### src/hdl/bbd_pkg.sv
// Shared types and constants for the RGGB bilinear demosaic core.
// No dependencies; every other file in hdl/ but bbd_ram imports this package.
package bbd_pkg;

    localparam int MaxWidth    = 2048;
    localparam int SampleBits  = 8;
    localparam int HeightLimit = 2048;
    localparam int MinDim      = 2;
    localparam int CfgW        = 12;
    localparam int PosW        = 12;
    localparam int LineAw      = $clog2(MaxWidth);

    localparam logic [CfgW-1:0] WidthReset  = CfgW'(640);
    localparam logic [CfgW-1:0] HeightReset = CfgW'(480);

    typedef logic [SampleBits-1:0] t_sample;
    typedef logic [8:0][SampleBits-1:0] t_win;

    typedef enum logic [0:0] {
        OP_SAMPLE = 1'b0,
        OP_FLUSH  = 1'b1
    } t_op;

    typedef enum logic [0:0] {
        REG_FRAME_WIDTH  = 1'b0,
        REG_FRAME_HEIGHT = 1'b1
    } t_reg_idx;

    // Colour of a site, coded as {row parity, column parity}
    typedef enum logic [1:0] {
        CFA_RED     = 2'b00,
        CFA_GREEN_R = 2'b01,
        CFA_GREEN_B = 2'b10,
        CFA_BLUE    = 2'b11
    } t_cfa;

    typedef struct packed {
        logic emit;
        logic fend;
        t_cfa cfa;
        logic top_ok;
        logic bot_ok;
        logic left_ok;
        logic right_ok;
    } t_site;

endpackage

### src/hdl/bbd_out_if.sv
// RGB pixel channel: valid/ready handshake with colour and frame end payload.
// Depends on bbd_pkg.
interface bbd_out_if;
    import bbd_pkg::*;

    logic    valid;
    logic    ready;
    t_sample red;
    t_sample green;
    t_sample blue;
    logic    frame_end;

    modport source (output valid, output red, output green, output blue,
                    output frame_end, input ready);
    modport sink   (input valid, input red, input green, input blue,
                    input frame_end, output ready);
endinterface

### src/hdl/bbd_interp.sv
// Neighbour means over the 3x3 window and the registered RGB output stage.
// Depends on bbd_pkg and bbd_out_if.
module bbd_interp (
    input  logic           i_clk,
    input  logic           i_rst_n,
    input  logic           i_load,
    input  bbd_pkg::t_win  i_win,
    input  bbd_pkg::t_site i_site,
    bbd_out_if.source      o_rgb,
    output logic           o_can_load
);
    import bbd_pkg::*;

    localparam int SumW     = SampleBits + 2;
    localparam int DivShift = SampleBits + 4;
    localparam int ProdW    = SumW + DivShift;
    localparam int Recip3   = (2 ** DivShift) / 3 + 1;

    function automatic logic [SumW-1:0] pick(t_sample v, logic en);
        return en ? SumW'(v) : '0;
    endfunction

    // Counts of one, two or four
    function automatic t_sample mean_pow2(logic [SumW-1:0] sum, logic [2:0] cnt);
        t_sample m;
        case (cnt)
            3'd1:    m = sum[SampleBits-1:0];
            3'd2:    m = sum[SampleBits:1];
            3'd4:    m = sum[SampleBits+1:2];
            default: m = '0;
        endcase
        return m;
    endfunction

    logic [SumW-1:0]  cross_sum, diag_sum, horiz_sum, vert_sum;
    logic [2:0]       cross_cnt, diag_cnt, horiz_cnt, vert_cnt;
    logic [ProdW-1:0] cross_prod;
    t_sample          cross_mean, diag_mean, horiz_mean, vert_mean, own;
    t_sample          n_red, n_green, n_blue;

    logic    r_valid;
    t_sample r_red, r_green, r_blue;
    logic    r_fend;

    logic top, bot, left, right;
    assign top   = i_site.top_ok;
    assign bot   = i_site.bot_ok;
    assign left  = i_site.left_ok;
    assign right = i_site.right_ok;

    assign own = i_win[4];

    assign cross_sum = pick(i_win[5], right) + pick(i_win[3], left)
                     + pick(i_win[7], bot) + pick(i_win[1], top);
    assign cross_cnt = 3'(right) + 3'(left) + 3'(bot) + 3'(top);

    assign diag_sum = pick(i_win[0], top && left) + pick(i_win[2], top && right)
                    + pick(i_win[6], bot && left) + pick(i_win[8], bot && right);
    assign diag_cnt = 3'(top && left) + 3'(top && right) + 3'(bot && left) + 3'(bot && right);

    assign horiz_sum = pick(i_win[3], left) + pick(i_win[5], right);
    assign horiz_cnt = 3'(left) + 3'(right);
    assign vert_sum  = pick(i_win[1], top) + pick(i_win[7], bot);
    assign vert_cnt  = 3'(top) + 3'(bot);

    // Divide by three through a scaled reciprocal; exact over the sum range
    assign cross_prod = ProdW'(cross_sum) * ProdW'(Recip3);
    assign cross_mean = (cross_cnt == 3'd3) ? cross_prod[DivShift +: SampleBits]
                                            : mean_pow2(cross_sum, cross_cnt);
    assign diag_mean  = mean_pow2(diag_sum, diag_cnt);
    assign horiz_mean = mean_pow2(horiz_sum, horiz_cnt);
    assign vert_mean  = mean_pow2(vert_sum, vert_cnt);

    always_comb begin
        unique case (i_site.cfa)
            CFA_RED: begin
                n_red   = own;
                n_green = cross_mean;
                n_blue  = diag_mean;
            end
            CFA_BLUE: begin
                n_red   = diag_mean;
                n_green = cross_mean;
                n_blue  = own;
            end
            CFA_GREEN_R: begin
                n_red   = horiz_mean;
                n_green = own;
                n_blue  = vert_mean;
            end
            CFA_GREEN_B: begin
                n_red   = vert_mean;
                n_green = own;
                n_blue  = horiz_mean;
            end
            default: begin
                n_red   = '0;
                n_green = '0;
                n_blue  = '0;
            end
        endcase
    end

    assign o_can_load = !r_valid || o_rgb.ready;

    always_ff @(posedge i_clk) begin
        if (!i_rst_n) begin
            r_valid <= 1'b0;
        end else if (i_load) begin
            r_valid <= 1'b1;
        end else if (o_rgb.ready) begin
            r_valid <= 1'b0;
        end
    end

    always_ff @(posedge i_clk) begin
        if (i_load) begin
            r_red   <= n_red;
            r_green <= n_green;
            r_blue  <= n_blue;
            r_fend  <= i_site.fend;
        end
    end

    assign o_rgb.valid     = r_valid;
    assign o_rgb.red       = r_red;
    assign o_rgb.green     = r_green;
    assign o_rgb.blue      = r_blue;
    assign o_rgb.frame_end = r_fend;
endmodule

### src/flat_wrapper.sv
// flat-port wrapper written by rule: the top's interface ports become plain ports
module bbd_interp_flat import bbd_pkg::*;
  (i_clk, i_rst_n, i_load, i_win, i_site, o_can_load, o_rgb_valid, o_rgb_red, o_rgb_green, o_rgb_blue, o_rgb_frame_end, o_rgb_ready);
  bbd_out_if o_rgb_i ();
  input  logic i_clk;
  input  logic i_rst_n;
  input  logic i_load;
  input  bbd_pkg::t_win i_win;
  input  bbd_pkg::t_site i_site;
  output logic o_can_load;
  output wire logic [$bits(o_rgb_i.valid)-1:0] o_rgb_valid;
  output wire logic [$bits(o_rgb_i.red)-1:0] o_rgb_red;
  output wire logic [$bits(o_rgb_i.green)-1:0] o_rgb_green;
  output wire logic [$bits(o_rgb_i.blue)-1:0] o_rgb_blue;
  output wire logic [$bits(o_rgb_i.frame_end)-1:0] o_rgb_frame_end;
  input wire logic [$bits(o_rgb_i.ready)-1:0] o_rgb_ready;
  assign o_rgb_valid = o_rgb_i.valid;
  assign o_rgb_red = o_rgb_i.red;
  assign o_rgb_green = o_rgb_i.green;
  assign o_rgb_blue = o_rgb_i.blue;
  assign o_rgb_frame_end = o_rgb_i.frame_end;
  assign o_rgb_i.ready = o_rgb_ready;
  bbd_interp u_core (.i_clk(i_clk), .i_rst_n(i_rst_n), .i_load(i_load), .i_win(i_win), .i_site(i_site), .o_rgb(o_rgb_i), .o_can_load(o_can_load));
endmodule
### config.mk
export PLATFORM = sky130hd
export DESIGN_NAME = bbd_interp_flat
export DESIGN_NICKNAME = d
export VERILOG_FILES = /design/src/hdl/bbd_pkg.sv /design/src/hdl/bbd_out_if.sv /design/src/hdl/bbd_interp.sv /design/src/flat_wrapper.sv
export SDC_FILE = /design/constraint.sdc
export NUM_CORES = 1
export LEC_CHECK = 0
export BUFFER_PORTS_ARGS = -buffer_cell sky130_fd_sc_hd__buf_2
export CELL_PAD_IN_SITES_DETAIL_PLACEMENT = 2
export CELL_PAD_IN_SITES_GLOBAL_PLACEMENT = 2
export CORE_ASPECT_RATIO = 2
export CORE_MARGIN = 4
export CORE_UTILIZATION = 35
export DETAILED_ROUTE_END_ITERATION = 16
export PLACE_DENSITY_LB_ADDON = 0.1
export RECOVER_POWER = 50
export SYNTH_ARGS = -nofsm -noshare
export SYNTH_HDL_FRONTEND = slang
export SYNTH_SLANG_ARGS = --single-unit
export TNS_END_PERCENT = 1
### constraint.sdc
create_clock -name i_clk -period 12.8 [get_ports i_clk]
set_clock_uncertainty 0.15 [all_clocks]
set_input_delay 3.2 -clock i_clk [delete_from_list [all_inputs] [get_ports i_clk]]
set_output_delay 3.2 -clock i_clk [all_outputs]
set_load 0.005 [all_outputs]
Word-level counts from Yosys, hierarchy flattened
Index checks and enable logic that the tools add are counted.
Storage, ports and cells
  input port bits: 84
  flip-flop bits (word level): 26
  memory bits (read-only): 0
  output and inout port bits: 27
  memory bits (writable): 0
  latch bits: 0
  memories kept: 0
  word-level logic and storage cells: 64
Operators by class
  shifts and indexed selects: 0
  multipliers: 1
  eq/ne operators: 16
  add/sub/neg operators: 14
  reduce and logical (&&, ||, !) cells: 10
  muxes and demuxes: 18
  bitwise logic cells: 0
  order comparisons: 0
  div/mod/pow operators: 0
Operator list (number)
  case mux 8 bit (3 select lines): 4
  2-to-1 mux 8 bit: 9
  case mux 8 bit (4 select lines): 2
  adder 10 bit: 5
  multiplier 10 x 10 -> 19 bit (second input constant): 1
  case mux 8 bit (2 select lines): 1
  equality test 3 x 2 -> 1 bit (second input constant): 5
  adder 3 x 1 -> 3 bit: 4
  equality test 3 x 1 -> 1 bit (second input constant): 4
  equality test 3 bit (second input constant): 4
  adder 10 x 8 -> 10 bit: 1
  adder 8 x 10 -> 10 bit: 1
  adder 1 x 1 -> 2 bit: 3
  equality test 2 bit (second input constant): 2
  logical AND 1 bit: 4
  OR reduction 2 bit: 2
  equality test 2 x 1 -> 1 bit (second input constant): 1
  logical NOT 2 bit: 1
  2-to-1 mux 1 bit: 2
  nonzero test 2 bit: 1
  logical NOT 1 bit: 1
  logical OR 1 bit: 1

Depth between registers and ports, before layout
  depth in word-level cells: 7
  mapped depth: 34
  mapped depth without buffers: 33

Worst setup path after synthesis
OpenSTA, ideal clock, no wires.
  path type: in2reg
  from: input port i_site[1] (netlist name)
  to: register u_core.r_green[5], in the netlist u_core.o_rgb.green[5], data pin
  library setup time: 0.265 ns
  setup slack: 2.373 ns
  cell stages on the path: 34
  buffers on the path: 1
  arrival: 10.012 ns
  data required time: 12.385 ns
  path through: clkbuf_1 -> and2_1 -> ha_1 -> fa_1 -> a211oi_1 -> nor2_1 -> nor2_1 -> inv_1 -> fa_1 -> inv_1 -> ha_1 -> o21ai_0 -> nor2_1 -> o21a_1 -> nor2_2 -> xnor2_2 -> ha_1 -> ha_1 -> inv_1 -> fa_1 -> inv_1 -> fa_1 -> inv_1 -> fa_1 -> inv_1 -> ha_1 -> or2_2 -> a21o_1 -> o311a_1 -> o21ai_1 -> a31oi_1 -> xor2_1 -> a221oi_1 -> a21oi_1
On the way
  word-level cells in the longest chain between the ends: 7
  elaborated cells on any way between the ends: 15
  those cells by class: 6 x add/sub; 1 x mul; 4 x eq/ne; 4 x mux
RTL lines
  start, declared: line flat_wrapper.sv:9  | input bbd_pkg::t_site i_site;
  2-to-1 mux 8 bit / adder 1 x 1 -> 2 bit (equally long branches): line bbd_interp.sv:20, bbd_interp.sv:55
  adder 8 x 10 -> 10 bit / adder 3 x 1 -> 3 bit (equally long branches): line bbd_interp.sv:53, bbd_interp.sv:55
  adder 10 bit / adder 3 x 1 -> 3 bit (equally long branches): line bbd_interp.sv:54, bbd_interp.sv:55
  adder 10 x 8 -> 10 bit, or another cell as far along: line bbd_interp.sv:54  | + pick(i_win[7], bot) + pick(i_win[1], top);
  multiplier 10 x 10 -> 19 bit / case mux 8 bit (3 select lines) (equally long branches): line bbd_interp.sv:67, bbd_interp.sv:26
  2-to-1 mux 8 bit (*): line bbd_interp.sv:68  | assign cross_mean = (cross_cnt == 3'd3) ? cross_prod[DivShift +: SampleBits]
  case mux 8 bit (2 select lines) (*): line bbd_interp.sv:75  | unique case (i_site.cfa)
  named net u_core.n_green[5]: line bbd_interp.sv:39  | t_sample n_red, n_green, n_blue;
  end signal, assigned: line bbd_interp.sv:119  | r_green <= n_green;
  end, declared: line bbd_interp.sv:42  | t_sample r_red, r_green, r_blue;
Mark *: on every way through the listed nets, which the timed path passes. The rest lies on a longest branch.
A chain may end at the register's enable or synchronous reset.

Worst setup path after layout
  from: input port i_site[0] (netlist name)
  to: register u_core.r_green[5], in the netlist u_core.o_rgb.green[5], data pin
Same word-level chain as after synthesis.

==> flow_summary.yaml <==
sta:
  clock.fmax_ghz: 0.0868
  relSlewSlack: 0.0445
  rsz0062_at_grt: "false"
  setup_viol: 0
  setup-tns-final_ns: 0
  hold_violations: 0
  tightest_slew_ns: 1.43
  post-route-period-util: 0.900
  final.min_clock_period_ns: 11.52
  maxSlewViolCount: 0
global_route:
  gr-usage-all-layers: 0.228
  grt_pass1_vias: 6533
  grt_pass1_wl_um: 34700
  antenna_found_initial: 0
  grt_max_degree: 28
  gr-total-overflow: 0
clocking:
  numCtsBuffers: 3
  h-tree-depth: 1
  clk-insertion-delay-late_ns: 0.26
  post_cts_buffers: 0
  cts_hold_buf: 0
  cts.sink_count: 26
  clkSlewWorstSetupHoldPaths_ns: 0.07
  cts_tree: "yes"
  root_buffer: "clkbuf_16"
  cts_resized: 0
  cts_buffer_depth: 2
final_layout:
  drive_gt1_frac: 0.174
  diodes: 0
  final.fill_count: 1979
  final_cell_mix: "119 x inv_1, 104 x buf_2, 102 x ha_1"
  area.growth.synth_to_final_pct: 14.2
  layout_commonest_cell: "inv_1"
  finalNetCount: 1034
yosys:
  yosysUniqueCellTypes: 70
  ys_seq_area_frac: 0.127
  synthCells: 693
  syn_nets: 929
  synth_top_area_cell: "ha_1"
  synthFlopType: "edfxtp_1"
  synth.avg_cell_area_sq_um: 8.75
  synth-edff-count: 25
  syn_area_sq_um: 6060
  synth_warnings: 0
  yosys-top-cells-area: "ha_1 21%, fa_1 17%, edfxtp_1 12%, inv_1 7.4%, a21oi_1 3.6%"
  ys_ff_latch: 26
  async_flop_share: 0
  yosys.area.top_type_share: 0.211
worst_setup_path:
  r2r_slack_ns: 11.93
  critical_path_required_ns: 12.65
  slowest_delay_ns: 0.74
  setup.worst_path.class: "input port to flop"
  setup.worst_path.start_class: "input port"
  worst_path_max_delay_cell: "xnor2_1"
  worstPathMaxFanout: 11
  arrival_ns: 11.38
  endpoint_kind: "flop"
drt:
  route.vias.total: 5596
  drtPass1Iterations: 5
  drtIter0Drc: 111
  wirelength_um: 22300
  wl_per_cell_um: 22.3
  vias_per_cell: 5.57
  ant_nets: 0
  drc: 0
floorplan:
  die_h_um: 194
  start_util: 0.360
  rows: 67
  die_width_um: 101
  dieArea_sq_um: 19600
  core_region_area_sq_um: 16800
  ios: 111
min_path:
  hold_class: "flop to flop"
job:
  max_cap_violations: 0
placed_design:
  gp_congestion: 0.861
  place_hpwl_um: 20000
  io_buffers: 109
run_status:
  status: "finished, final reports clean"
==> logic make-up (layout without fill, tap and decap cells) <==
kind of cell,count (synthesis),in the layout,synth area share
flip-flops,26,26,0.127
AO/OA/AOI/OAI,192,192,0.234
XOR/XNOR,32,32,0.0475
AND/OR/NAND/NOR,159,159,0.130
adder cells (fa/ha/maj),152,152,0.376
multiplexers,1,1,0.00186
buffers and inverters,131,235,0.0840
==> layer usage <==
layer | routed length (um) | share of wire | global-route usage | vias up
li1 | - | - | - | 2631
met1 | 6560 | 0.29 | 0.186 | 2817
met2 | 14200 | 0.64 | 0.508 | 101
met3 | 396 | 0.018 | 0.0119 | 47
met5 | 0 | 0 | 0 | -
met4 | 1140 | 0.051 | 0.0902 | 0
==> final cells by class <==
type	count	area, sq um	area share
Multi-Input combinational cell	536	4780	0.690
Sequential cell	26	771	0.111
Timing Repair Buffer	112	562	0.0811
Inverter	119	447	0.0645
Tap cell	207	259	0.0374
Clock buffer	3	75.1	0.0108
Clock inverter	1	30.0	0.00434
==> worst max-delay path: cells and delay by family <==
| kind | cells | cell delay [ns] |
|---|---|---|
| buffers and inverters | 5 | 0.45 |
| AO/OA/AOI/OAI | 9 | 1.87 |
| XOR/XNOR | 2 | 0.92 |
| adder cells (fa/ha/maj) | 10 | 4.13 |
| AND/OR/NAND/NOR | 4 | 0.82 |
==> worst paths after layout <==
check | cells after the start | from | to
setup / recovery | 30 | i_site[0] | u_core.o_rgb.green[5]
hold / removal | 2 | u_core.o_rgb.valid | u_core.o_rgb.valid
hold reg to reg | 2 | u_core.o_rgb.valid | u_core.o_rgb.valid
setup reg to reg | 2 | u_core.o_rgb.valid | u_core.o_rgb.valid
==> synth_stat cells (all sizes together), types with 4 or more instances <==
library cell / n
nor2b: 9
o21bai: 7
and3: 10
and2: 24
o22ai: 6
nand2: 57
xor2: 10
nand3: 5
ha: 102
clkbuf: 9
a21oi: 45
inv: 119
xnor2: 22
a22o: 4
a211oi: 12
a221oi: 12
edfxtp: 25
o21ai: 28
nor2: 31
a31oi: 5
fa: 50
nand2b: 11
a22oi: 18
a21o: 16
a221o: 6
o21a: 7
==> through the flow <==
| stage | area [sq um] | util | hold slack [ns] | setup WS, ns | cells |
|---|---|---|---|---|---|
| final | 6920 | 0.411 | 0.404 | 1.28 | 1004 |
| after global routing | 6920 | 0.411 | 0.434 | 0.782 | 1004 |
| after CTS | 6930 | 0.411 | 0.398 | 1.17 | 1004 |
| after detailed placement | 6830 | 0.405 | 0.386 | 0.944 | 1000 |
| after global placement | 6830 | 0.405 | 0.329 | 1.16 | 1000 |
| after floorplan | 6060 | - | 0.371 | 2.37 | 693 |
==> registers in the layout, summed over array words and instances, names as in the netlist <==
signal                  cells
u_core.o_rgb.blue           8
u_core.o_rgb.valid          1
u_core.o_rgb.green          8
u_core.o_rgb.frame_end      1
u_core.o_rgb.red            8
Power is left out: the tool's default activity adds up to more than one toggle a clock period on the data nets, which glitch-free logic cannot reach.
