## config.mk

```make
export PLATFORM = sky130hd
export DESIGN_NAME = bbd_seq
export DESIGN_NICKNAME = d
export VERILOG_FILES = /design/src/hdl/bbd_pkg.sv /design/src/hdl/bbd_seq.sv
export SDC_FILE = /design/constraint.sdc
export NUM_CORES = 1
export LEC_CHECK = 0
export BUFFER_PORTS_ARGS = -buffer_cell sky130_fd_sc_hd__buf_2
export CELL_PAD_IN_SITES_DETAIL_PLACEMENT = 1
export CELL_PAD_IN_SITES_GLOBAL_PLACEMENT = 1
export CORE_AREA = 2 2 108 110
export CTS_CLUSTER_DIAMETER = 40
export DETAILED_ROUTE_END_ITERATION = 10
export DIE_AREA = 0 0 110 112
export GPL_TIMING_DRIVEN = 1
export HOLD_SLACK_MARGIN = 0.15
export PLACE_DENSITY_LB_ADDON = 0.1
export SYNTH_ARGS = -nofsm -noshare
export SYNTH_HDL_FRONTEND = slang
export SYNTH_SLANG_ARGS = --single-unit
```

## constraint.sdc

```tcl
create_clock -name i_clk -period 4.6 [get_ports i_clk]
set_input_delay 1.38 -clock i_clk [delete_from_list [all_inputs] [get_ports i_clk]]
set_output_delay 1.38 -clock i_clk [all_outputs]
set_load 0.05 [all_outputs]
```

## src/hdl/bbd_pkg.sv

```systemverilog
// Shared types and constants for the RGGB bilinear demosaic core.
// No dependencies; every other file in hdl/ but bbd_ram imports this package.
package bbd_pkg;

    localparam int MaxWidth    = 2048;
    localparam int SampleBits  = 8;
    localparam int HeightLimit = 2048;
    localparam int MinDim      = 2;
    localparam int CfgW        = 12;
    localparam int PosW        = 12;
    localparam int LineAw      = $clog2(MaxWidth);

    localparam logic [CfgW-1:0] WidthReset  = CfgW'(640);
    localparam logic [CfgW-1:0] HeightReset = CfgW'(480);

    typedef logic [SampleBits-1:0] t_sample;
    typedef logic [8:0][SampleBits-1:0] t_win;

    typedef enum logic [0:0] {
        OP_SAMPLE = 1'b0,
        OP_FLUSH  = 1'b1
    } t_op;

    typedef enum logic [0:0] {
        REG_FRAME_WIDTH  = 1'b0,
        REG_FRAME_HEIGHT = 1'b1
    } t_reg_idx;

    // Colour of a site, coded as {row parity, column parity}
    typedef enum logic [1:0] {
        CFA_RED     = 2'b00,
        CFA_GREEN_R = 2'b01,
        CFA_GREEN_B = 2'b10,
        CFA_BLUE    = 2'b11
    } t_cfa;

    typedef struct packed {
        logic emit;
        logic fend;
        t_cfa cfa;
        logic top_ok;
        logic bot_ok;
        logic left_ok;
        logic right_ok;
    } t_site;

endpackage

```

## src/hdl/bbd_seq.sv

```systemverilog
// Frame geometry registers and raster position counters for input and output.
// Decides per transaction whether it enters the pipeline and tags the site.
// Depends on bbd_pkg.
module bbd_seq (
    input  logic                     i_clk,
    input  logic                     i_rst_n,
    input  logic                     i_cfg_we,
    input  bbd_pkg::t_reg_idx        i_cfg_index,
    input  logic [bbd_pkg::CfgW-1:0] i_cfg_data,
    input  logic                     i_accept,
    input  bbd_pkg::t_op             i_op,
    input  bbd_pkg::t_sample         i_sample,
    output logic                     o_take,
    output bbd_pkg::t_site           o_site,
    output bbd_pkg::t_sample         o_sample,
    output logic [bbd_pkg::LineAw-1:0] o_column
);
    import bbd_pkg::*;

    function automatic logic [CfgW-1:0] clamp_dim(logic [CfgW-1:0] v, logic [CfgW-1:0] hi);
        if (v < CfgW'(MinDim)) begin
            return CfgW'(MinDim);
        end else if (v > hi) begin
            return hi;
        end
        return v;
    endfunction

    logic [CfgW-1:0]   r_width, r_height;
    logic [LineAw-1:0] r_in_col, r_out_col;
    logic [PosW-1:0]   r_in_row, r_out_row;
    logic [LineAw-1:0] n_in_col, n_out_col;
    logic [PosW-1:0]   n_in_row, n_out_row;

    logic            in_frame;
    logic            emit;
    logic            fend;
    logic [CfgW-1:0] in_col_inc;
    logic [CfgW-1:0] out_col_inc;
    logic [PosW-1:0] out_row_inc;

    assign in_frame    = r_in_row < PosW'(r_height);
    assign in_col_inc  = CfgW'(r_in_col) + CfgW'(1);
    assign out_col_inc = CfgW'(r_out_col) + CfgW'(1);
    assign out_row_inc = r_out_row + PosW'(1);

    assign emit = (r_in_row >= PosW'(2)) || ((r_in_row == PosW'(1)) && (r_in_col != '0));
    assign fend = (out_row_inc >= PosW'(r_height)) && (out_col_inc >= r_width);

    // Flush ticks count only once the whole frame is in
    assign o_take   = !(in_frame && (i_op == OP_FLUSH));
    assign o_sample = in_frame ? i_sample : '0;
    assign o_column = r_in_col;

    always_comb begin
        o_site.emit     = emit;
        o_site.fend     = fend;
        o_site.cfa      = t_cfa'({r_out_row[0], r_out_col[0]});
        o_site.top_ok   = r_out_row != '0;
        o_site.bot_ok   = out_row_inc < PosW'(r_height);
        o_site.left_ok  = r_out_col != '0;
        o_site.right_ok = out_col_inc < r_width;
    end

    always_comb begin
        n_in_col  = in_col_inc[LineAw-1:0];
        n_in_row  = r_in_row;
        n_out_col = r_out_col;
        n_out_row = r_out_row;
        if (in_col_inc >= r_width) begin
            n_in_col = '0;
            n_in_row = r_in_row + PosW'(1);
        end
        if (emit) begin
            if (fend) begin
                // Last pixel out: start the next frame
                n_in_col  = '0;
                n_in_row  = '0;
                n_out_col = '0;
                n_out_row = '0;
            end else if (out_col_inc >= r_width) begin
                n_out_col = '0;
                n_out_row = out_row_inc;
            end else begin
                n_out_col = out_col_inc[LineAw-1:0];
            end
        end
    end

    always_ff @(posedge i_clk) begin
        if (!i_rst_n) begin
            r_width   <= WidthReset;
            r_height  <= HeightReset;
            r_in_col  <= '0;
            r_in_row  <= '0;
            r_out_col <= '0;
            r_out_row <= '0;
        end else if (i_cfg_we) begin
            unique case (i_cfg_index)
                REG_FRAME_WIDTH:  r_width  <= clamp_dim(i_cfg_data, CfgW'(MaxWidth));
                REG_FRAME_HEIGHT: r_height <= clamp_dim(i_cfg_data, CfgW'(HeightLimit));
                default: ;
            endcase
            r_in_col  <= '0;
            r_in_row  <= '0;
            r_out_col <= '0;
            r_out_row <= '0;
        end else if (i_accept && o_take) begin
            r_in_col  <= n_in_col;
            r_in_row  <= n_in_row;
            r_out_col <= n_out_col;
            r_out_row <= n_out_row;
        end
    end
endmodule

```

Word-level counts from Yosys, hierarchy flattened
Cells that the tools add are included.
- mux-type cells: 23
- shift operators: 0
- div/mod/pow operators: 0
- $add $sub $neg: 4
- bitwise gates (word level): 2
- order comparisons: 9
- reduce and logical (&&, ||, !) cells: 15
- equality and inequality tests: 1
- multipliers: 0
- operators with widths (operator ; number):
    12-bit 2-to-1 mux ; 9
    11-bit 2-to-1 mux ; 5
    12-bit greater-or-equal comparator ; 3
    12-bit < comparator ; 3
    11-bit by 1-bit adder with 12-bit output (second input constant) ; 2
    12-bit by 1-bit adder with 12-bit output (second input constant) ; 2
    11-bit nonzero test ; 2
    12-bit by 1-bit == test with 1-bit output (second input constant) ; 1
    12-bit by 2-bit greater-or-equal comparator with 1-bit output (second input constant) ; 1
    12-bit > comparator (second input constant) ; 1
    12-bit by 2-bit < comparator with 1-bit output (second input constant) ; 1
    12-bit nonzero test ; 1
    1-bit 2-to-1 mux ; 8
    8-bit 2-to-1 mux ; 1
    2-bit AND reduction ; 3
    1-bit logical AND ; 4
    3-bit AND reduction ; 1
    1-bit NOT ; 2
    2-bit nonzero test ; 1
    2-bit OR reduction ; 1
    1-bit logical NOT ; 1
    1-bit logical OR ; 1
- output and inout port bits: 28
- input bits: 26
- memories kept: 0
- logic and storage cells: 60
- RAM bits: 0
- latch bits: 0
- memory bits (read-only): 0
- flip-flop bits (word level): 70

Logic depth before layout (Yosys ltp)
Gate-level depths: netlist of run 1.
- depth after elaboration: 7
- mapped depth: 15
- mapped depth without buffers: 14

Worst setup path after synthesis of run 1
Ideal clock, no wire load.
- path kind: register -> output
- start point: reg r_out_col[0]
- end point: out o_site[0] (netlist bit)
- path slack: 0.311 ns
- stages on the path, launching flop included: 11
- data required time: 3.220 ns
- arrival time: 2.909 ns
- path buffers: 0
- path through: dfxtp_1 -> ha_1 -> nand3_1 -> nor2_1 -> and3_1 -> nand3_1 -> xnor2_1 -> ha_1 -> a21oi_1 -> o221ai_1 -> a21oi_1
- RTL lines (item ; RTL line ; text):
    from (decl) ; bbd_seq.sv:30 ; logic [LineAw-1:0] r_in_col, r_out_col;
    from (signal assigned) ; bbd_seq.sv:111 ; r_out_col <= n_out_col;
    to (decl) ; bbd_seq.sv:14 ; output bbd_pkg::t_site o_site,

==> run metrics, run 1 <==
final worst-path cycle share=95.9%; count of cell types in the netlist=55; VDD IR max=0.130 mV; Clk pin slew, worst setup/hold paths=0.06 ns; initial DRC count=258; gr ovfl total=0; final core utilization=51.0%; area occupied by registers=0.00141 mm^2; critical path arrival=3.03 ns; Starting Density=43.6%; Clk Latency, worst-skew pair=0.35 ns; Critical Path Sink Type=output port; Commonest cells post-synth=70 x dfxtp_1, 63 x nand2_1, 56 x ha_1; crit-path max FO=6; share of post-route cells with drive strength above 1=17.6%; FILL cells=1359; Fin. Hold Viols=0; clk sinks=70; Longest Clk Path Bufs=2; post-synthesis xor/xnor area fraction=5.94%; Synth Area per Inst=8.14 um^2; main flop type after synthesis=dfxtp_1; Core ar.=0.0112 mm^2; die area=0.0123 mm^2; Post-synth EDFFs=0; TritonCTS clock tree=yes; Simple-Gate Fraction of Synth Area=24.3%; Post-Synth Adder-Cell Area=14.4%; die height=112 um; dominant cell type by area after synthesis=dfxtp_1; Buf+Inv Stages, Crit Path=3; remaining routing DRC violations=0; synth warn=0; final slew viol count=0; detailed-route via count=4562; cells after synthesis=598; Slew headroom=53.0%; top-count cell post-synth=dfxtp_1; multi-input combinational cell area=0.00329 mm^2; die width=110 um; vias in the first global route=4673; worst hold slack=0.467 ns; Setup CP Type=reg -> out; Worst Clk Skew=0.00846 ns; Syn Nets=680; WL per Instance=18.4 um; final wirelength=14.6 mm; number of routed nets with antenna violations=0; root buf cell=clkbuf_16; post-synthesis sequential area ratio=28.8%; Leak Pwr=2.39 nW; Via density=5.73; half-perimeter wire length after placement=11.2 mm; first-pass GRT wire length=23.4 mm; initial antenna violation count=0; mapped cell area=0.00487 mm^2; top-level port count=54; CTS Buf Count=9; CP top delay family=simple AND/OR/NAND/NOR gates; largest family of logic cells by synthesized area=simple AND/OR/NAND/NOR gates; all-layer global routing usage=24.6%; reg2reg setup slack=0.83 ns; crit start category=register; Inserted Diodes=0; worst slew pin tran=0.704 ns; Synth top area share=28.8%; Area Overhead vs Synth=17.0%; CP Cell Sequence=ha_2 -> and3_4 -> and3_2 -> nand3_1 -> xnor2_2 -> ha_1 -> nand4_1 -> inv_1 -> a221oi_2 -> buf_4 -> and2_1 -> nor2_2 -> buf_6; PwrDens=269 mW/mm^2; mux contribution to synthesized area=0.231%; Max Freq=227 MHz; # port buffers=53; status=completed; post-synthesis compound-gate area fraction=21.1%; total iterations of the first detailed-routing run=4; Max Cap Viol=0; flop and latch count out of synthesis=70; post-route minimum period=4.41 ns; Final Setup Violations=0; asr flop ratio synth=0%; NumNets Final=731; Worst path slowest cell=dfxtp_2; Slowest Stage Delay on Critical Path=0.38 ns; CP required=3.22 ns; largest net degree at the start of global routing=27; gpl congestion=0.854; row cnt=39; HP Class=reg -> reg; top post-synthesis cells by area=dfxtp_1 29%, ha_1 14%, nand2_1 4.9%; CTS H-tree lvls=3
==> routing by layer <==
layer	vias up	share of wire [%]	GRT usage (%)
li1	2259	-	-
met4	0	2.0	9.20
met1	2212	45	30.8
met3	22	2.5	3.40
met2	69	51	42.3
met5	-	0	0
==> cell usage in the layout, fill, tap and decap left out, types with 10 or more instances in the layout <==
cell | netlist | layout
dfxtp_1 | 70 | 61
xnor2_1 | 20 | 18
nand2_1 | 63 | 63
buf_2 | 3 | 51
nor2_1 | 29 | 25
nor3_1 | 12 | 10
nand4_1 | 13 | 13
and2_1 | 13 | 13
ha_1 | 56 | 54
a21boi_0 | 14 | 14
a21oi_1 | 38 | 38
nand3_1 | 37 | 35
buf_4 | 4 | 10
inv_1 | 41 | 41
nor4_1 | 13 | 13
o21ai_0 | 22 | 21
xor2_1 | 13 | 13
==> worst register-to-register path, delay by kind of cell (launching register included) <==
kind	cells	cell delay, ns
buffers and inverters	1	0.13
XOR/XNOR	1	0.18
AO/OA/AOI/OAI	3	0.71
AND/OR/NAND/NOR	8	1.98
flip-flops	1	0.41
adder cells (fa/ha/maj)	1	0.30
==> cells by family after synthesis <==
family	Yosys count
AO/OA/AOI/OAI	147
AND/OR/NAND/NOR	227
XOR/XNOR	33
multiplexers	1
flip-flops	70
adder cells (fa/ha/maj)	56
buffers and inverters	64
==> through the flow <==
stage / setup slack [ns] / setup TNS (ns) / area [um^2] / instances / power [mW]
4_1_cts: 0.00599 / 0 / 5620 / 795 / 1.54
2_1_floorplan: 0.311 / 0 / 4870 / 598 / 0.721
6_report: 0.188 / 0 / 5700 / 796 / 1.53
3_5_place_dp: 0.256 / 0 / 5270 / 780 / 0.768
3_3_place_gp: 0.358 / 0 / 5270 / 780 / 0.763
5_1_grt: -0.00286 / -0.00286 / 5700 / 796 / 1.58
==> power by group <==
group | switching, mW | internal [mW]
Combinational | 0.0929 | 0.0425
Clock | 0.275 | 0.499
Sequential | 0.00556 | 0.615
==> flip-flops by register name (all words and copies together), names as in the netlist <==
| register | cells |
|---|---|
| r_height | 12 |
| r_width | 12 |
| r_in_row | 12 |
| o_column | 11 |
| r_out_col | 11 |
| r_out_row | 12 |
==> final timing paths <==
path                start            to  cells after the start
min reg2reg    r_width[8]    r_width[8]                      2
max reg2reg  r_out_col[2]  r_out_row[2]                     14
max          r_out_row[0]     o_site[6]                     13
min            r_width[8]    r_width[8]                      2
==> layout make-up <==
class / instances / area share [%]
Tap cell: 143 / 3.14
Clock buffer: 11 / 4.43
Multi-Input combinational cell: 464 / 57.7
Clock inverter: 4 / 1.23
Sequential cell: 70 / 24.8
Timing Repair Buffer: 62 / 5.99
Inverter: 42 / 2.77
==> what timing repair did <==
action | 4_1_cts | 5_1_grt
pin swaps | 0 | 2
setup endpoints to repair | 3 | 3
setup buffers | 0 | 1
hold buffers | 0 | 0
gates resized for setup | 11 | 21
Power figures use the tool's default switching activity.
==> inputs of run 2 (changes only) <==
Settings changed: ABC_AREA from default to 1, CORE_AREA 2 2 108 110 to 2 2 111 113, DIE_AREA 0 0 110 112 to 0 0 113 115.
Clock period 4.6 ns to 5.7 ns, I/O delays scaled along.
==> run 2 against run 1 <==
The run now ends with DRC left. Worst hold slack improved by 0.011 ns. First-iteration DRC count fell by 10%. Sequential power fell by 19%. Sequential share of layout area fell by 0.96 points. Synthesized cell count rose by 38%. Core utilization fell by 1.2 points. Die area rose by 5.5%. Worst setup slack improved by 0.18 ns. Sequential cell count did not move. Via count rose by 17%. Cell count rose by 28%. Largest cell class unchanged. Largest power group unchanged.
==> run metrics, run 2 <==
status=finished with violations (was completed); failing checks=DRC; main flop type after synthesis=dfxtp_1 (unchanged); flop and latch count out of synthesis=70 (unchanged); die width=113 um (was 110 um); met3 Track Usage GR=3.16% (was 3.40%); Post-synth EDFFs=0 (unchanged); Synth Area per Inst=6.45 um^2 (was 8.14 um^2); clk sinks=70 (unchanged); CP Cell Sequence=ha_1 -> nand2_1 -> inv_1 -> nand2_1 -> nor2_2 -> nand2_1 -> nor2_1 -> xor2_1 -> inv_1 -> ha_1 -> nand2_1 -> nor2_1 -> inv_1 -> nor2_1 -> nand2_1 -> nand3_2 -> nand2_1 -> inv_1 -> buf_2 (was ha_2 -> and3_4 -> and3_2 -> nand3_1 -> xnor2_2 -> ha_1 -> nand4_1 -> inv_1 -> a221oi_2 -> buf_4 -> and2_1 -> nor2_2 -> buf_6); vias in the first global route=5463 (was 4673); VDD IR max=0.220 mV (was 0.130 mV); Slowest Stage Delay on Critical Path=0.42 ns (was 0.38 ns); share of post-route cells with drive strength above 1=10.4% (was 17.6%); top post-synthesis cells by area=dfxtp_1 26%, nand2_1 14%, ha_1 13% (was dfxtp_1 29%, ha_1 14%, nand2_1 4.9%); worst hold slack=0.479 ns (was 0.467 ns); FILL cells=1618 (was 1359); Longest Clk Path Bufs=2 (unchanged); final worst-path cycle share=93.5%; Buf+Inv Stages, Crit Path=5 (was 3); remaining routing DRC violations=5 (was 0); Post-Place Cells=1004 (was 780); Clk pin slew, worst setup/hold paths=0.06 ns (about the same); TritonCTS clock tree=yes (unchanged); Commonest cells post-synth=202 x nand2_1, 133 x inv_1, 109 x nor2_1 (was 70 x dfxtp_1, 63 x nand2_1, 56 x ha_1); most used cell, CP=nand2_1; Max Cap Viol=0 (unchanged); Slew headroom=25.6% (was 53.0%); overall power=1.15 mW (was 1.53 mW); initial antenna violation count=0 (unchanged); Setup CP Type=reg -> out (unchanged); gr ovfl total=0 (unchanged); Inserted Diodes=0 (unchanged); TNS Setup=0 ns (unchanged); cells after synthesis=826 (was 598); all-layer global routing usage=24.8% (was 24.6%); met1 Use GR=29.5% (was 30.8%); row cnt=40 (was 39); post-CTS setup buffer count=0 (unchanged); critical path arrival=3.62 ns (was 3.03 ns); synth warn=0 (unchanged); final slew viol count=0 (unchanged); Via density=5.22 (was 5.73); Worst Clk Skew=0.00931 ns (was 0.00846 ns); top-level port count=54 (unchanged); half-perimeter wire length after placement=12.1 mm (was 11.2 mm); grt peak-use layer=met2 (unchanged); Area Overhead vs Synth=10.5% (was 17.0%); asr flop ratio synth=0% (unchanged); crit-path max FO=13 (was 6); Core ar.=0.0118 mm^2 (was 0.0112 mm^2); Worst path slowest cell=dfxtp_1 (was dfxtp_2); top-count cell post-synth=nand2_1 (was dfxtp_1); initial DRC count=231 (was 258); post-route insts no fill=1019 (was 796); Clk Latency, worst-skew pair=0.35 ns (about the same); HP Class=reg -> reg (unchanged); root buf cell=clkbuf_16 (unchanged); first-pass GRT wire length=25.8 mm (was 23.4 mm); PwrDens=196 mW/mm^2 (was 269 mW/mm^2); Syn Nets=908 (was 680); detailed-route via count=5315 (was 4562); hold buffer count at cts=0 (unchanged); die height=115 um (was 112 um); dominant cell type by area after synthesis=dfxtp_1 (unchanged); die area=0.0130 mm^2 (was 0.0123 mm^2); Leak Pwr=2.87 nW (was 2.39 nW); CTS Buf Count=9 (unchanged); Synth top area share=26.3% (was 28.8%); largest net degree at the start of global routing=29 (was 27); total iterations of the first detailed-routing run=8 (was 4); WL per Instance=15.4 um (was 18.4 um); final wirelength=15.7 mm (was 14.6 mm); Final Setup Violations=0 (unchanged); # port buffers=53 (unchanged); CP top delay family=simple AND/OR/NAND/NOR gates (unchanged); Starting Density=45.1% (was 43.6%); met2 usage=45.1% (was 42.3%); worst slew pin tran=1.11 ns (was 0.704 ns); mapped cell area=0.00533 mm^2 (was 0.00487 mm^2); post-route minimum period=5.33 ns; CTS H-tree lvls=3 (unchanged); post-synthesis sequential area ratio=26.3% (was 28.8%); NumNets Final=950 (was 731); Resize count post-CTS=0 (was 11); Critical Path Sink Type=output port (unchanged); commonest cells after routing, fill and taps aside=202 x nand2_1, 133 x inv_1, 109 x nor2_1 (was 63 x nand2_1, 61 x dfxtp_1, 54 x ha_1); Fin. Hold Viols=0 (unchanged); gpl congestion=0.879 (was 0.854); RSZ-0062 raised after global routing=no; crit start category=register (unchanged); count of cell types in the netlist=38 (was 55); final core utilization=49.8% (was 51.0%); commonest non-fill, non-tap cell in the layout=nand2_1 (unchanged); Max Freq=188 MHz; number of routed nets with antenna violations=0 (unchanged); CP required=3.99 ns (was 3.22 ns)
==> run 2: changes by cell type in the layout (fill, tap and decap cells not counted), moves of 11 or more <==
cell / previous run / this run
nand2_1: 63 / 202
inv_1: 41 / 133
nor2_1: 25 / 109
nand3_1: 35 / 60
a21oi_1: 38 / 58
xnor2_1: 18 / 0
a21boi_0: 14 / 1
and2_1: 13 / 2
nor4_1: 13 / 2
==> run 2: cell type report <==
class,instances,area [um^2],share of cell area [%]
clock buffers,10,229,3.89
clock inverters,5,27.5,0.468
inverters,137,519,8.83
multi-input cells,596,3250,55.2
flip-flops and latches,70,1400,23.8
well taps,147,184,3.13
repair buffers,54,273,4.64
==> run 2: metrics by stage <==
step           instance area, um^2  setup slack (ns)
6_report                      5880             0.368
5_1_grt                       5880            0.0481
4_1_cts                       5880             0.355
3_5_place_dp                  5630             0.766
3_3_place_gp                  5630             0.917
2_1_floorplan                 5330              1.53
==> run 2: power by group <==
part           switching, mW  total [mW]  internal, mW
clock                  0.233       0.522         0.289
combinational         0.0893       0.126        0.0368
sequential           0.00531       0.505         0.500
==> run 2: routing by layer <==
metal | share of wire [%] | vias to the layer above
met5 | 0 | -
met4 | 2.4 | 0
met3 | 2.7 | 26
met2 | 51 | 76
met1 | 44 | 2514
li1 | - | 2699
==> run 2: cells by family after synthesis <==
group | after synthesis | share of synthesized area, %
AOI/OAI and AO/OA | 101 | 10.3
xor gates and xnor gates | 20 | 3.29
adders and majority gates | 56 | 13.2
buffers and inverters | 160 | 12.7
DFF | 70 | 26.3
and+or+nand+nor | 419 | 34.3
==> run 2: final timing paths <==
check / depth (start not counted) / endpoint / from / slack [ns]
worst min register to register: 2 / r_height[9] / r_height[9] / 0.48
worst min-delay path: 2 / r_height[9] / r_height[9] / 0.48
worst max-delay path: 19 / o_site[6] / r_out_col[0] / 0.37
worst max register to register: 19 / r_in_row[0] / r_out_col[0] / 2.14
==> run 2: worst min-delay path: stages, from the launching register on <==
cell and delay, ns:
dfxtp_1 0.31, nand2_1 0.06, a21oi_1 0.06
